$ cat src/hw/rtl/hdgs_pkg.sv
`timescale 1ns / 1ps

package hdgs_pkg;

  localparam int STEP_BITS    = 10;
  localparam int GAMMA_BITS   = 7;
  localparam int CFG_IDX_BITS = 2;
  localparam int CFG_DW       = 10;
  localparam int OUT_IDX_BITS = 3;
  localparam int Q_FRAC       = 8;

  localparam logic [STEP_BITS-1:0]  STEP_RESET  = 10'd99;
  localparam logic [GAMMA_BITS-1:0] GAMMA_RESET = 7'd64;

  typedef enum logic [CFG_IDX_BITS-1:0] {
    CFG_STEP_COUNT = 2'd0,
    CFG_GAMMA      = 2'd1
  } cfg_idx_e;

  typedef enum logic [1:0] {
    ST_LOAD = 2'd0,
    ST_STEP = 2'd1,
    ST_EMIT = 2'd2
  } state_e;

  // control that travels with the read data of one sweep cycle
  typedef struct packed {
    logic shift;     // read data arrives, advance the window
    logic ctr;       // a center cell is complete, produce its new value
    logic interior;  // center cell is not on the border
    logic wbank;     // bank that receives the new value
  } stn_ctl_t;

  typedef struct packed {
    logic we;
    logic bank;
  } stn_wr_t;

endpackage

$ cat src/hw/rtl/hdgs_ram.sv
`timescale 1ns / 1ps

module hdgs_ram #(
  parameter int WIDTH = 7,
  parameter int DEPTH = 49,
  localparam int AW   = $clog2(DEPTH)
) (
  input  logic             clk_i,
  input  logic             we_i,
  input  logic [AW-1:0]    waddr_i,
  input  logic [WIDTH-1:0] wdata_i,
  input  logic             re_i,
  input  logic [AW-1:0]    raddr_i,
  output logic [WIDTH-1:0] rdata_o
);

  logic [WIDTH-1:0] mem_q [DEPTH];
  logic [WIDTH-1:0] rdata_q;

  always_ff @(posedge clk_i) begin
    if (we_i) begin
      mem_q[waddr_i] <= wdata_i;
    end
    if (re_i) begin
      rdata_q <= mem_q[raddr_i];
    end
  end

  assign rdata_o = rdata_q;

endmodule

$ cat src/hw/rtl/hdgs_stencil.sv
`timescale 1ns / 1ps

module hdgs_stencil
  import hdgs_pkg::*;
#(
  parameter int GRID_SIZE = 7,
  parameter int TEMP_BITS = 7,
  localparam int AW       = $clog2(GRID_SIZE * GRID_SIZE)
) (
  input  logic                  clk_i,
  input  logic                  rst_ni,
  input  stn_ctl_t              ctl_i,
  input  logic [AW-1:0]         addr_i,
  input  logic [TEMP_BITS-1:0]  rdata_i,
  input  logic [GAMMA_BITS-1:0] gamma_i,
  output stn_wr_t               wr_o,
  output logic [AW-1:0]         wr_addr_o,
  output logic [TEMP_BITS-1:0]  wr_data_o
);

  localparam int WL = 2 * GRID_SIZE;
  localparam int DW = TEMP_BITS + 3;
  localparam int PW = DW + GAMMA_BITS + 1;
  localparam logic [TEMP_BITS-1:0] TMAX = '1;

  // win_q[k] holds the read data taken k+1 window shifts before the current read data
  logic [TEMP_BITS-1:0] win_q [WL];
  logic [TEMP_BITS-1:0] u, up_v, lf_v, rt_v;
  logic [DW-1:0]        nb_sum, diff;
  logic signed [PW-1:0] prod_d;

  logic                 p2_vld_q, p2_int_q, p2_bank_q;
  logic [AW-1:0]        p2_addr_q;
  logic [TEMP_BITS-1:0] p2_u_q;
  logic signed [PW-1:0] p2_prod_q;
  logic signed [PW-1:0] p2_shift, p2_sum;
  logic [TEMP_BITS-1:0] clamp;

  assign u    = win_q[GRID_SIZE-1];
  assign up_v = win_q[WL-1];
  assign lf_v = win_q[GRID_SIZE];
  assign rt_v = win_q[GRID_SIZE-2];

  always_comb begin
    nb_sum = DW'(up_v) + DW'(rdata_i) + DW'(lf_v) + DW'(rt_v);
    diff   = nb_sum - (DW'(u) << 2);
    prod_d = PW'($signed(diff)) * PW'($signed({1'b0, gamma_i}));
  end

  always_ff @(posedge clk_i) begin
    if (ctl_i.shift) begin
      win_q[0] <= rdata_i;
      for (int k = 1; k < WL; k++) begin
        win_q[k] <= win_q[k-1];
      end
    end
  end

  always_ff @(posedge clk_i or negedge rst_ni) begin
    if (!rst_ni) begin
      p2_vld_q <= 1'b0;
    end else begin
      p2_vld_q <= ctl_i.ctr;
    end
  end

  always_ff @(posedge clk_i) begin
    if (ctl_i.ctr) begin
      p2_int_q  <= ctl_i.interior;
      p2_bank_q <= ctl_i.wbank;
      p2_addr_q <= addr_i;
      p2_u_q    <= u;
      p2_prod_q <= prod_d;
    end
  end

  // arithmetic shift floors toward minus infinity
  always_comb begin
    p2_shift = p2_prod_q >>> Q_FRAC;
    p2_sum   = p2_shift + $signed(PW'(p2_u_q));
    if (p2_sum[PW-1]) begin
      clamp = '0;
    end else if (p2_sum > $signed(PW'(TMAX))) begin
      clamp = TMAX;
    end else begin
      clamp = p2_sum[TEMP_BITS-1:0];
    end
  end

  assign wr_o.we   = p2_vld_q;
  assign wr_o.bank = p2_bank_q;
  assign wr_addr_o = p2_addr_q;
  assign wr_data_o = p2_int_q ? clamp : p2_u_q;

endmodule

$ cat src/hw/rtl/heat_diffusion_grid_stencil_unit.sv
`timescale 1ns / 1ps
// Channel  Dir  Carries
// s_axis   in   tdata: cell_temperature, one cell per transfer, row-major
// m_axis   out  tdata: result_temperature, result_row, result_column; tlast: last_cell
// cfg      in   cfg_idx_i 0: step_count, 1: gamma_q8
//
// Load takes one cycle per cell. Each time step is one sweep over the grid: one read a cycle
// from the current grid memory through a 2*GRID_SIZE tap window, one write a cycle into the
// other memory. Emission reads each cell and then registers it; the next read waits for that.
// Reset clears control only; the grid memories need no clearing pass.
// A stalled m_axis holds the emitter; loading of the next grid can overlap the last transfer.

module heat_diffusion_grid_stencil_unit
  import hdgs_pkg::*;
#(
  parameter int GRID_SIZE = 7,
  parameter int TEMP_BITS = 7,
  localparam int IDW      = ((TEMP_BITS + 7) / 8) * 8,
  localparam int ODW      = ((TEMP_BITS + 2 * OUT_IDX_BITS + 7) / 8) * 8
) (
  input  logic                    clk_i,
  input  logic                    rst_ni,
  input  logic                    s_axis_tvalid,
  output logic                    s_axis_tready,
  input  logic [IDW-1:0]          s_axis_tdata,   // [TEMP_BITS-1:0] cell_temperature
  output logic                    m_axis_tvalid,
  input  logic                    m_axis_tready,
  output logic [ODW-1:0]          m_axis_tdata,   // result_temperature, result_row, result_column
  output logic                    m_axis_tlast,
  input  logic                    cfg_we_i,
  input  logic [CFG_IDX_BITS-1:0] cfg_idx_i,
  input  logic [CFG_DW-1:0]       cfg_wdata_i
);

  localparam int CELLS = GRID_SIZE * GRID_SIZE;
  localparam int AW   = $clog2(CELLS);
  localparam int TW   = $clog2(CELLS + GRID_SIZE);
  localparam int RW   = $clog2(GRID_SIZE + 1);

  state_e state_q, state_d;

  logic [STEP_BITS-1:0]  steps_q, sc_q, sc_d;
  logic [GAMMA_BITS-1:0] gamma_q;
  logic                  cur_q, cur_d;
  logic [AW-1:0]         ld_q, ld_d;
  logic [TW-1:0]         t_q, t_d;
  logic [RW-1:0]         irow_q, irow_d, icol_q, icol_d;
  logic [AW-1:0]         e_q, e_d;
  logic [RW-1:0]         erow_q, erow_d, ecol_q, ecol_d;
  logic                  em_pend_q;

  logic                  out_vld_q, out_vld_d;
  logic [TEMP_BITS-1:0]  out_temp_q;
  logic [OUT_IDX_BITS-1:0] out_row_q, out_col_q;
  logic                  out_last_q;

  stn_ctl_t              s1_ctl_q, s1_ctl_d;
  logic [AW-1:0]         s1_addr_q;

  logic ld_acc, ld_last, step_re, step_end, em_issue, em_last, interior;
  logic [AW-1:0]        raddr;
  logic [TEMP_BITS-1:0] rdata0, rdata1, stn_rdata, em_rdata;

  stn_wr_t              stn_wr;
  logic [AW-1:0]        stn_waddr;
  logic [TEMP_BITS-1:0] stn_wdata;

  logic                 we0, we1, re0, re1;
  logic [AW-1:0]        waddr0, waddr1;
  logic [TEMP_BITS-1:0] wdata0, wdata1;

  // configuration
  always_ff @(posedge clk_i or negedge rst_ni) begin
    if (!rst_ni) begin
      steps_q <= STEP_RESET;
      gamma_q <= GAMMA_RESET;
    end else if (cfg_we_i) begin
      unique case (cfg_idx_i)
        CFG_STEP_COUNT: steps_q <= cfg_wdata_i[STEP_BITS-1:0];
        CFG_GAMMA:      gamma_q <= cfg_wdata_i[GAMMA_BITS-1:0];
        default: ;
      endcase
    end
  end

  // control outputs
  always_comb begin
    s_axis_tready = 1'b0;
    step_re       = 1'b0;
    em_issue      = 1'b0;
    unique case (state_q)
      ST_LOAD: s_axis_tready = 1'b1;
      ST_STEP: step_re  = (t_q < TW'(CELLS));
      ST_EMIT: em_issue = !em_pend_q && (!out_vld_q || m_axis_tready);
      default: ;
    endcase
  end

  assign ld_acc   = s_axis_tvalid && s_axis_tready;
  assign ld_last  = (ld_q == AW'(CELLS - 1));
  assign step_end = (state_q == ST_STEP) && (t_q == TW'(CELLS + GRID_SIZE - 1));
  assign em_last  = (e_q == AW'(CELLS - 1));
  assign interior = (irow_q >= RW'(2)) && (irow_q <= RW'(GRID_SIZE - 1)) &&
                    (icol_q >= RW'(1)) && (icol_q <= RW'(GRID_SIZE - 2));

  // next state
  always_comb begin
    state_d = state_q;
    unique case (state_q)
      ST_LOAD: begin
        if (ld_acc && ld_last) begin
          state_d = (steps_q == '0) ? ST_EMIT : ST_STEP;
        end
      end
      ST_STEP: begin
        if (step_end && (sc_q + STEP_BITS'(1) == steps_q)) begin
          state_d = ST_EMIT;
        end
      end
      ST_EMIT: begin
        if (em_issue && em_last) begin
          state_d = ST_LOAD;
        end
      end
      default: state_d = ST_LOAD;
    endcase
  end

  // counters
  always_comb begin
    ld_d   = ld_q;
    t_d    = t_q;
    irow_d = irow_q;
    icol_d = icol_q;
    sc_d   = sc_q;
    cur_d  = cur_q;
    e_d    = e_q;
    erow_d = erow_q;
    ecol_d = ecol_q;

    if (ld_acc) begin
      ld_d = ld_last ? '0 : ld_q + AW'(1);
    end

    if (state_q == ST_STEP) begin
      if (step_end) begin
        t_d    = '0;
        irow_d = '0;
        icol_d = '0;
        cur_d  = !cur_q;
        sc_d   = (sc_q + STEP_BITS'(1) == steps_q) ? '0 : sc_q + STEP_BITS'(1);
      end else begin
        t_d = t_q + TW'(1);
        if (icol_q == RW'(GRID_SIZE - 1)) begin
          icol_d = '0;
          irow_d = irow_q + RW'(1);
        end else begin
          icol_d = icol_q + RW'(1);
        end
      end
    end

    if (em_issue) begin
      if (em_last) begin
        e_d    = '0;
        erow_d = '0;
        ecol_d = '0;
      end else begin
        e_d = e_q + AW'(1);
        if (ecol_q == RW'(GRID_SIZE - 1)) begin
          ecol_d = '0;
          erow_d = erow_q + RW'(1);
        end else begin
          ecol_d = ecol_q + RW'(1);
        end
      end
    end
  end

  // read data of this sweep cycle arrives next cycle, with its control
  always_comb begin
    s1_ctl_d.shift    = (state_q == ST_STEP);
    s1_ctl_d.ctr      = (state_q == ST_STEP) && (irow_q != '0);
    s1_ctl_d.interior = interior;
    s1_ctl_d.wbank    = !cur_q;
  end

  always_comb begin
    out_vld_d = out_vld_q;
    if (em_pend_q) begin
      out_vld_d = 1'b1;
    end else if (m_axis_tready) begin
      out_vld_d = 1'b0;
    end
  end

  always_ff @(posedge clk_i or negedge rst_ni) begin
    if (!rst_ni) begin
      state_q   <= ST_LOAD;
      ld_q      <= '0;
      t_q       <= '0;
      irow_q    <= '0;
      icol_q    <= '0;
      sc_q      <= '0;
      cur_q     <= 1'b0;
      e_q       <= '0;
      erow_q    <= '0;
      ecol_q    <= '0;
      em_pend_q <= 1'b0;
      out_vld_q <= 1'b0;
      s1_ctl_q  <= '0;
    end else begin
      state_q   <= state_d;
      ld_q      <= ld_d;
      t_q       <= t_d;
      irow_q    <= irow_d;
      icol_q    <= icol_d;
      sc_q      <= sc_d;
      cur_q     <= cur_d;
      e_q       <= e_d;
      erow_q    <= erow_d;
      ecol_q    <= ecol_d;
      em_pend_q <= em_issue;
      out_vld_q <= out_vld_d;
      s1_ctl_q  <= s1_ctl_d;
    end
  end

  always_ff @(posedge clk_i) begin
    s1_addr_q <= AW'(t_q - TW'(GRID_SIZE));
    // the slot is free or being taken at this edge
    if (em_issue) begin
      out_row_q  <= OUT_IDX_BITS'(erow_q);
      out_col_q  <= OUT_IDX_BITS'(ecol_q);
      out_last_q <= em_last;
    end
    if (em_pend_q) begin
      out_temp_q <= em_rdata;
    end
  end

  // memory ports
  assign raddr  = step_re ? t_q[AW-1:0] : e_q;
  assign re0    = (step_re || em_issue) && !cur_q;
  assign re1    = (step_re || em_issue) && cur_q;
  assign we0    = (ld_acc && !cur_q) || (stn_wr.we && !stn_wr.bank);
  assign we1    = (ld_acc && cur_q) || (stn_wr.we && stn_wr.bank);
  assign waddr0 = ld_acc ? ld_q : stn_waddr;
  assign waddr1 = ld_acc ? ld_q : stn_waddr;
  assign wdata0 = ld_acc ? s_axis_tdata[TEMP_BITS-1:0] : stn_wdata;
  assign wdata1 = ld_acc ? s_axis_tdata[TEMP_BITS-1:0] : stn_wdata;

  assign stn_rdata = s1_ctl_q.wbank ? rdata0 : rdata1;
  assign em_rdata  = cur_q ? rdata1 : rdata0;

  hdgs_ram #(
    .WIDTH (TEMP_BITS),
    .DEPTH (CELLS)
  ) u_grid0 (
    .clk_i   (clk_i),
    .we_i    (we0),
    .waddr_i (waddr0),
    .wdata_i (wdata0),
    .re_i    (re0),
    .raddr_i (raddr),
    .rdata_o (rdata0)
  );

  hdgs_ram #(
    .WIDTH (TEMP_BITS),
    .DEPTH (CELLS)
  ) u_grid1 (
    .clk_i   (clk_i),
    .we_i    (we1),
    .waddr_i (waddr1),
    .wdata_i (wdata1),
    .re_i    (re1),
    .raddr_i (raddr),
    .rdata_o (rdata1)
  );

  hdgs_stencil #(
    .GRID_SIZE (GRID_SIZE),
    .TEMP_BITS (TEMP_BITS)
  ) u_stencil (
    .clk_i     (clk_i),
    .rst_ni    (rst_ni),
    .ctl_i     (s1_ctl_q),
    .addr_i    (s1_addr_q),
    .rdata_i   (stn_rdata),
    .gamma_i   (gamma_q),
    .wr_o      (stn_wr),
    .wr_addr_o (stn_waddr),
    .wr_data_o (stn_wdata)
  );

  assign m_axis_tvalid = out_vld_q;
  assign m_axis_tdata  = ODW'({out_col_q, out_row_q, out_temp_q});
  assign m_axis_tlast  = out_last_q;

  // the sweep pipeline has drained long before a new grid loads
  a_no_step_write_in_load: assert property (@(posedge clk_i) disable iff (!rst_ni)
    (state_q == ST_LOAD) |-> !stn_wr.we)
    else $error("stencil write while loading");

  // at a step boundary the tail writes must never hit a cell the next sweep reads
  a_no_rw_overlap: assert property (@(posedge clk_i) disable iff (!rst_ni)
    (stn_wr.we && step_re && (stn_wr.bank == cur_q)) |-> (stn_waddr != raddr))
    else $error("sweep read overlaps pending write");

  a_load_bound: assert property (@(posedge clk_i) disable iff (!rst_ni)
    ld_q <= AW'(CELLS - 1))
    else $error("load position out of range");

  // a captured cell always lands in a free output slot
  a_emit_slot: assert property (@(posedge clk_i) disable iff (!rst_ni)
    em_pend_q |-> !out_vld_q || $past(m_axis_tready))
    else $error("emitter overwrote a pending transfer");

endmodule

$ cat config.mk
export PLATFORM = sky130hd
export DESIGN_NAME = heat_diffusion_grid_stencil_unit
export DESIGN_NICKNAME = d
export VERILOG_FILES = /design/src/hw/rtl/hdgs_pkg.sv /design/src/hw/rtl/hdgs_ram.sv /design/src/hw/rtl/hdgs_stencil.sv /design/src/hw/rtl/heat_diffusion_grid_stencil_unit.sv
export SDC_FILE = /design/constraint.sdc
export NUM_CORES = 1
export LEC_CHECK = 0
export CORE_AREA = 8 8 298 242
export CTS_BUF_LIST = sky130_fd_sc_hd__clkbuf_2 sky130_fd_sc_hd__clkbuf_4 sky130_fd_sc_hd__clkbuf_8
export DETAILED_ROUTE_END_ITERATION = 10
export DIE_AREA = 0 0 306 250
export DONT_BUFFER_PORTS = 1
export GPL_TIMING_DRIVEN = 0
export PLACE_DENSITY = 0.75
export SLEW_MARGIN = 15
export SYNTH_ARGS = -nofsm -noshare
export SYNTH_HDL_FRONTEND = slang
export SYNTH_SLANG_ARGS = --single-unit
$ cat constraint.sdc
create_clock -name clk_i -period 12.9 [get_ports clk_i]
set_input_delay 1.29 -clock clk_i [delete_from_list [all_inputs] [get_ports clk_i]]
set_output_delay 1.29 -clock clk_i [all_outputs]
set_load 0.005 [all_outputs]
After elaboration in Yosys (flattened, before gate mapping)
Memory sizes are Yosys's and may differ from the RTL's. A register that Yosys moved wholly into a read port is not among the register bits. Cells that the tools add are included.

Muxes and demuxes: 36. Multipliers: 1. Reductions and logical operators: 37. $lt $le $gt $ge: 6. Eq/ne operators: 12. Add/subtract/negate cells: 14.

Operator list (count): 7-bit two-way mux (6); 6-bit two-way mux (5); 3-bit two-way mux (8); 10-bit by 7-bit adder with 10-bit output (2); 6-bit by 1-bit adder with 6-bit output (second input constant) (3); 6-bit equality test (second input constant) (3); 18-bit by 8-bit > comparator with 1-bit output (second input constant) (1); 10-bit by 8-bit multiplier with 18-bit output (1); 1-bit logical AND (16); 3-bit by 1-bit adder with 3-bit output (second input constant) (4); 10-bit by 8-bit adder with 11-bit output (1); 1-bit two-way mux (11); 10-bit by 1-bit adder with 10-bit output (second input constant) (1); 10-bit equality test (1); 10-bit zero test (1); 10-bit two-way mux (1); 2-bit AND reduction (5); 10-bit by 9-bit subtractor with 10-bit output (1); 7-bit by 7-bit adder with 8-bit output (1); 2-bit two-way mux (4); 3-bit equality test (second input constant) (2); 3-bit <= comparator (second input constant) (2); 6-bit < comparator (second input constant) (1); 2-bit one-hot mux with 3 select lines (1); other kinds (13) (24).

Output and inout bits: 19. Memories: 3. Bits in writable memories: 784. Logic and storage cells: 138. Register bits after elaboration: 120. Input bits: 25.

Memory list: u_grid0.mem_q (depth 49, bits a word 7, read ports 1, clocked after Yosys merged registers in 1, write ports 1, RTL line hdgs_ram.sv:17) `logic [WIDTH-1:0] mem_q [DEPTH];`; u_grid1.mem_q (depth 49, bits a word 7, read ports 1, clocked after Yosys merged registers in 1, write ports 1, RTL line hdgs_ram.sv:17); u_stencil.win_q (depth 14, bits a word 7, read ports 14, clocked after Yosys merged registers in 0, write ports 14, RTL line hdgs_stencil.sv:27) `logic [TEMP_BITS-1:0] win_q [WL];`.

Longest topological paths before layout
Gate-level depths: netlist of the first run.

Word-level depth: 7. Depth in mapped cells: 36. Mapped depth without buffers: 34.

Modules after synthesis
Synthesis of the first run repeated with hierarchy kept, for this count alone.

Cell total of the unflattened synthesis: 2485. Area total of the unflattened synthesis: 39907.0 um^2.

Modules (own cells, without submodules): hdgs_ram (seq. area each 10510.1 um^2, times used 2, area each 13883.3 um^2, cells each 745); hdgs_stencil (seq. area each 3718.6 um^2, times used 1, area each 7678.6 um^2, cells each 585); heat_diffusion_grid_stencil_unit (seq. area each 2198.4 um^2, times used 1, area each 4461.8 um^2, cells each 410).

Worst setup path after synthesis of the first run
OpenSTA, ideal clock, no wires.

Kind: flip-flop to flip-flop. Start point: reg s1_ctl_q[0] in the netlist's numbering. End point: reg u_stencil.p2_prod_q[17], data pin. Buffers on the path: 2. Data arrival time: 7884 ps. Period minus slack after synthesis: 8144 ps. Required time: 12641 ps. Path slack: 4756 ps. Stages on the path, launching flop included: 36. Cells stage by stage: dfrtp_1 > clkbuf_1 > mux2i_1 > inv_1 > ha_1 > a21o_1 > a21oi_1 > xnor2_1 > fa_1 > fa_1 > ha_1 > nor2b_1 > o21ai_0 > a21boi_0 > o21ai_0 > nand2b_1 > a31oi_1 > xor2_1 > clkbuf_1 > nand2_1 > fa_1 > inv_1 > fa_1 > fa_1 > inv_1 > fa_1 > inv_1 > ha_1 > a21o_1 > a21o_1 > a21o_1 > a21o_1 > a21oi_1 > inv_1 > a21oi_1 > xnor2_1.

Word-level cells in the longest chain between the ends: 6.

RTL lines: start, declared (RTL line heat_diffusion_grid_stencil_unit.sv:57) `stn_ctl_t s1_ctl_q, s1_ctl_d;`; start signal, assigned (RTL line heat_diffusion_grid_stencil_unit.sv:225) `s1_ctl_q <= s1_ctl_d;`; 7-bit two-way mux (RTL line heat_diffusion_grid_stencil_unit.sv:253) `assign stn_rdata = s1_ctl_q.wbank ? rdata0 : rdata1;`; net stn_rdata[1] (RTL line heat_diffusion_grid_stencil_unit.sv:62) `logic [TEMP_BITS-1:0] rdata0, rdata1, stn_rdata, em_rdata;`; 7-bit by 7-bit adder with 8-bit output (RTL line hdgs_stencil.sv:45) `nb_sum = DW'(up_v) + DW'(rdata_i) + DW'(lf_v) + DW'(rt_v);`; 10-bit by 7-bit adder with 10-bit output (2 in series) (RTL line hdgs_stencil.sv:45); 10-bit by 9-bit subtractor with 10-bit output (RTL line hdgs_stencil.sv:46) `diff = nb_sum - (DW'(u) << 2);`; 10-bit by 8-bit multiplier with 18-bit output (RTL line hdgs_stencil.sv:47) `prod_d = PW'($signed(diff)) * PW'($signed({1'b0, gamma_i}));`; net u_stencil.prod_d[17] (RTL line hdgs_stencil.sv:30) `logic signed [PW-1:0] prod_d;`; end signal, assigned (RTL line hdgs_stencil.sv:73) `p2_prod_q <= prod_d;`; end, declared (RTL line hdgs_stencil.sv:35) `logic signed [PW-1:0] p2_prod_q;`.

The timed path passes the listed nets, and every way through them passes these cells. A chain may end at the register's enable or synchronous reset.

Worst setup path in the final report of the first run
Start point: reg s1_ctl_q[0] in the netlist's numbering. End point: reg u_stencil.p2_prod_q[16], data pin.

Same word-level chain as after synthesis.

==> results_dict.tcl, run 1 <==
set metrics [dict create \
    outcome "complete, no violations" \
    netlist_area_sq_um 39800 \
    cp-start-kind "flip-flop" \
    tightest_slew_ns 1.36 \
    drive_above_1_share 0.116 \
    finalHoldViolCount 0 \
    cts-root-buf "clkbuf_8" \
    cts.clk_slew.worst_paths_ns 0.07 \
    grt_util_all_layers 0.271 \
    slew_headroom 0.0854 \
    finalSetupViolCount 0 \
    worst_skew_pair.late_latency_ns 0.82 \
    finClkSkew_ns 0.0338 \
    fmax_mhz 107 \
    worstSetupEndpointType "flip-flop" \
    gp_congestion 0.964 \
    grt_pass1_vias 25800 \
    cpPeakStageDelay_ns 0.54 \
    area_delta_synth_final_pct 11.7 \
    cp_max_fo 10 \
    post_cts_buffers 0 \
    clock_path_buffers 3 \
    grt_antenna_before_repair 4 \
    most-common-layout-cells "edfxtp_1 (837), nand2_1 (516), a21oi_1 (192), nand3_1 (166), nor2_1 (152)" \
    clock_sinks 910 \
    cts_resized 0 \
    via_per_inst 6.30 \
    critPathRequiredTime_ns 13.43 \
    final_min_period_over_clock_period 0.721 \
    worst_path_max_delay_cell "fa_1" \
    dieArea_sq_um 76500 \
    synth_edf_count 837 \
    criticalPathCategory "flip-flop to flip-flop" \
    num_rows 85 \
    start_util 0.596 \
    die_y_um 250 \
    postRouteAntennaNets 0 \
    first_pass_iters 6 \
    yosysWarnings 0 \
    maxSlewViolCount 0 \
    hpwlAfterDp_mm 74.6 \
    ys.flop_type "edfxtp_1" \
    finalCriticalPeriod_ns 9.30 \
    async_flop_share 0.0736 \
    grt_overflow 0 \
    arrival_ns 9.83 \
    synth_seq_cells 910 \
    design.core.area_sq_um 66900 \
    rsz0062_at_grt "no" \
    final_common_cell "edfxtp_1" \
    htreeDepth 4 \
    yosys.area.top_type_share 0.631 \
    syn-mean-instance-area_sq_um 13.1 \
    dp_slack_ns 3.67 \
    synth.area.top_cells "edfxtp_1 (63%), nand2_1 (4.9%), dfrtp_1 (3.9%)" \
    grt_max_degree 68 \
    port_buffers 0 \
    ctsHoldBuffers 0 \
    synth.distinct_cells 76 \
    syn_inst 3033 \
    die_width_um 306 \
    ios 44 \
    ys_seq_area_frac 0.676 \
    fin_nets 3366 \
    drc 0 \
    vias 26400 \
    grt_pass1_wl_mm 156 \
    min_path_type "primary input to asynchronous set/reset pin" \
    cts_tree "done" \
    max_cap_violations 0 \
    drtIter0Drc 3777 \
    cts_buffers 138 \
    worst_slack_ns 3.60 \
    drt_wl_total_mm 105 \
    wl_per_cell_um 25.1 \
    yosysTopAreaCell "edfxtp_1" \
    crit_top_cell "fa_1" \
]
cells by family after synthesis:
family | count (synthesis) | synth area share
buf+inv | 286 | 0.0304
simple gates | 1039 | 0.117
flops | 910 | 0.676
fa+ha+maj | 140 | 0.0570
compound gates | 505 | 0.0816
mux | 96 | 0.0257
other cells | 1 | 0.0000941
xor+xnor | 56 | 0.0123
metal layers:
| layer | wire length [um] | global-route usage | vias up |
|---|---|---|---|
| met4 | 4660 | 0.124 | 8 |
| met1 | 41500 | 0.370 | 12900 |
| met3 | 13000 | 0.0812 | 304 |
| met5 | 118 | 0.00839 | - |
| met2 | 45900 | 0.400 | 1707 |
| li1 | - | - | 11400 |
flip-flops by register name, indices dropped and copies added, names as in the netlist, 4 cells and up:
register             count
u_stencil.p2_u_q         7
ld_q                     6
out_temp_q               7
sc_q                    10
u_stencil.wr_addr_o      6
e_q                      6
u_grid1.rdata_o          7
u_grid0.rdata_o          7
s1_addr_q                6
u_grid0.mem_q          343
u_grid1.mem_q          343
steps_q                 10
s1_ctl_q                 4
gamma_q                  7
u_stencil.p2_prod_q     10
u_stencil.win_q         98
t_q                      6
per-stage QoR:
stage | instance area (sq um) | hold slack (ns) | util | instances | setup TNS, ns
3_5_place_dp | 41700 | 0.390 | 0.623 | 3931 | 0
5_1_grt | 44500 | 0.161 | 0.665 | 4182 | 0
3_3_place_gp | 40900 | 0.389 | 0.612 | 3905 | -372.09
6_report | 44500 | 0.187 | 0.665 | 4184 | 0
2_1_floorplan | 39900 | 0.386 | - | 3035 | 0
4_1_cts | 44500 | 0.114 | 0.665 | 4182 | 0
area by class of cell:
| class | count | area (sq um) |
|---|---|---|
| plain buffers | 166 | 759 |
| multi-input cells | 1839 | 11800 |
| flip-flops and latches | 910 | 26900 |
| diodes | 2 | 5.00 |
| inverters | 120 | 453 |
| well taps | 870 | 1090 |
| fillers | 4652 | 22400 |
| clock inverters | 56 | 422 |
| repair buffers | 26 | 648 |
| clock buffers | 195 | 2390 |
worst paths after layout:
kind                                   start                       to  slack [ns]  cells past startpoint
worst max-delay path             s1_ctl_q[0]  u_stencil.p2_prod_q[16]        3.60                     35
worst min register to register  s1_addr_q[0]   u_stencil.wr_addr_o[0]        0.40                      0
max in group asynchronous             rst_ni               gamma_q[6]       12.53                      0
worst min-delay path                  rst_ni              s1_ctl_q[1]        0.19                      0
worst max register to register   s1_ctl_q[0]  u_stencil.p2_prod_q[16]        3.60                     35
min in group clk_i              s1_addr_q[0]   u_stencil.wr_addr_o[0]        0.40                      0
cells in the mapped netlist, drive strengths merged (32+ instances only):
library cell	instances
edfxtp	837
inv	120
nand2	517
clkbuf	80
nor2	152
mux2	33
ha	71
nand3	166
a22o	56
xnor2	35
and2	38
buf	86
a21oi	193
dfrtp	62
mux2i	63
and3	32
o21ai	71
fa	69
critical path, delay by kind of cell, from the launching register on:
family	cells	cell delay, ns
DFF	1	0.40
adders and majority gates	9	3.86
buffers and inverters	6	1.02
and+or+nand+nor	6	0.82
AOI/OAI and AO/OA	11	2.03
xor gates and xnor gates	2	0.44
muxes	1	0.45
Power of run 1 is not shown: default switching activity piles up to over one toggle a cycle in this logic, so the estimate is an artifact.
==> run 2: changes to the inputs <==
==> constraint.sdc (replaced) <==
create_clock -name clk_i -period 8.84 [get_ports clk_i]
set_input_delay 0.884 -clock clk_i [delete_from_list [all_inputs] [get_ports clk_i]]
set_output_delay 0.884 -clock clk_i [all_outputs]
set_load 0.005 [all_outputs]
==> results_dict.tcl, run 2 (synthesized netlist as in run 1, its figures left out) <==
set metrics [dict create \
    grt_pass1_vias 25900 \
    die_width_um 306 \
    worst_skew_pair.late_latency_ns 0.81 \
    worstSetupEndpointType "flip-flop" \
    drt_wl_total_mm 105 \
    vias 26300 \
    start_util 0.596 \
    drive_above_1_share 0.121 \
    grt_util_all_layers 0.271 \
    min_path_type "primary input to flip-flop" \
    dieArea_sq_um 76500 \
    first_pass_iters 6 \
    fin_hold_ws_ns 0.240 \
    port_buffers 0 \
    finalHoldViolCount 0 \
    htreeDepth 4 \
    tightest_slew_ns 1.35 \
    num_rows 85 \
    area_delta_synth_final_pct 12.0 \
    final_min_period_over_clock_period 0.946 \
    worst_slack_ns 0.475 \
    final_common_cell "edfxtp_1" \
    cp-start-kind "flip-flop" \
    outcome "complete, no violations" \
    wl_per_cell_um 25.0 \
    worst_path_max_delay_cell "fa_1" \
    cts_buffers 138 \
    cpPeakStageDelay_ns 0.54 \
    finalCriticalPeriod_ns 8.36 \
    gp_congestion 0.964 \
    maxSlewViolCount 0 \
    design.core.area_sq_um 66900 \
    largestRegisters "u_grid0.mem_q x343, u_grid1.mem_q x343, u_stencil.win_q x98" \
    holdPathEnd "steps_q[7]" \
    clock_sinks 910 \
    ios 44 \
    fin_nets 3371 \
    drtIter0Drc 3715 \
    design_area_sq_um 44600 \
    dpl_cell_area_sq_um 41700 \
    setup_tns_ns 0 \
    grt_overflow 0 \
    cts-root-buf "clkbuf_8" \
    grt_pass1_wl_mm 156 \
    cts_tree "done" \
    arrival_ns 8.89 \
    crit_top_cell "fa_1" \
    drc 0 \
    criticalPathCategory "flip-flop to flip-flop" \
    postRouteAntennaNets 0 \
    cts.clk_slew.worst_paths_ns 0.07 \
    reg2regPathDepth 34 \
    rsz0062_at_grt "no" \
    grt_max_degree 68 \
    clock_path_buffers 3 \
    dp_slack_ns -0.394 \
    finalSetupViolCount 0 \
    via_per_inst 6.27 \
    critPathRequiredTime_ns 9.37 \
    slew_headroom 0.0952 \
    min-delay-start "cfg_wdata_i[7]" \
    most-common-layout-cells "edfxtp_1 (837), nand2_1 (515), a21oi_1 (189), nand3_1 (166), nor2_1 (152)" \
    finClkSkew_ns 0.0356 \
    reg2reg_to "u_stencil.p2_prod_q[17]" \
    die_y_um 250 \
    fmax_mhz 120 \
    grt_antenna_before_repair 4 \
    hold_depth 1 \
    max_cap_violations 0 \
    ff2ff_setup_slack_ns 0.48 \
    cp_max_fo 7 \
    r2r_start "s1_ctl_q[0]" \
    hpwlAfterDp_mm 74.6 \
]
-- run 2: cell types whose count changed in the layout (fill, tap and decap cells not counted), sizes merged --
cell	delta
diode	+4
dlygate4sd3	+1
clkbuf	-2
buf	+6
-- run 2: worst max path at each step --
stage / from / end / slack (ns) / cells past startpoint
2_1_floorplan: s1_ctl_q[0] / u_stencil.p2_prod_q[17] / 0.70 / 35
3_3_place_gp: u_stencil.p2_u_q[2] / u_grid0.mem_q[31][2] / -5.22 / 9
3_5_place_dp: s1_ctl_q[0] / u_stencil.p2_prod_q[17] / -0.39 / 35
4_1_cts: s1_ctl_q[0] / u_stencil.p2_prod_q[17] / 0.07 / 34
5_1_grt: s1_ctl_q[0] / u_stencil.p2_prod_q[17] / 0.01 / 35
6_report: s1_ctl_q[0] / u_stencil.p2_prod_q[17] / 0.48 / 34
-- run 2: critical path: cells and delay by family (launching register included) --
kind | cells | cell delay [ns]
AO/OA/AOI/OAI | 12 | 2.05
XOR/XNOR | 3 | 0.53
adder cells (fa/ha/maj) | 9 | 3.82
buffers and inverters | 6 | 0.51
flip-flops | 1 | 0.51
multiplexers | 1 | 0.31
AND/OR/NAND/NOR | 3 | 0.37
-- run 2: timing repair --
item                                    CTS  global route
gates resized for setup                   3            17
buffers inserted                          0             4
pin swaps                                 0             5
hold buffers                              2             0
hold endpoints to repair                 67             0
endpoints found under the setup margin    4             7
-- run 2: area by class of cell --
type	instances	area, sq um
inverter	120	453
fill	4628	22300
tap	870	1090
antenna	6	15.0
clock inverter	56	422
buffer	165	759
timing repair buffer	32	716
sequential	910	26900
multi-input combinational	1839	11900
clock buffer	195	2390
-- run 2: per-stage QoR --
step                      std cells  utilization
after global routing           4187        0.667
after floorplan                3035            -
after detailed placement       3931        0.623
final                          4193        0.667
after CTS                      4183        0.666
after global placement         3905        0.612
-- run 2: metal layers --
layer	up-vias	track usage	wire length, um
met5	-	0.00839	107
li1	11400	-	-
met4	8	0.124	4680
met2	1648	0.400	46000
met1	12900	0.370	41000
met3	315	0.0814	13300
Power of run 2 is left out for the same reason.
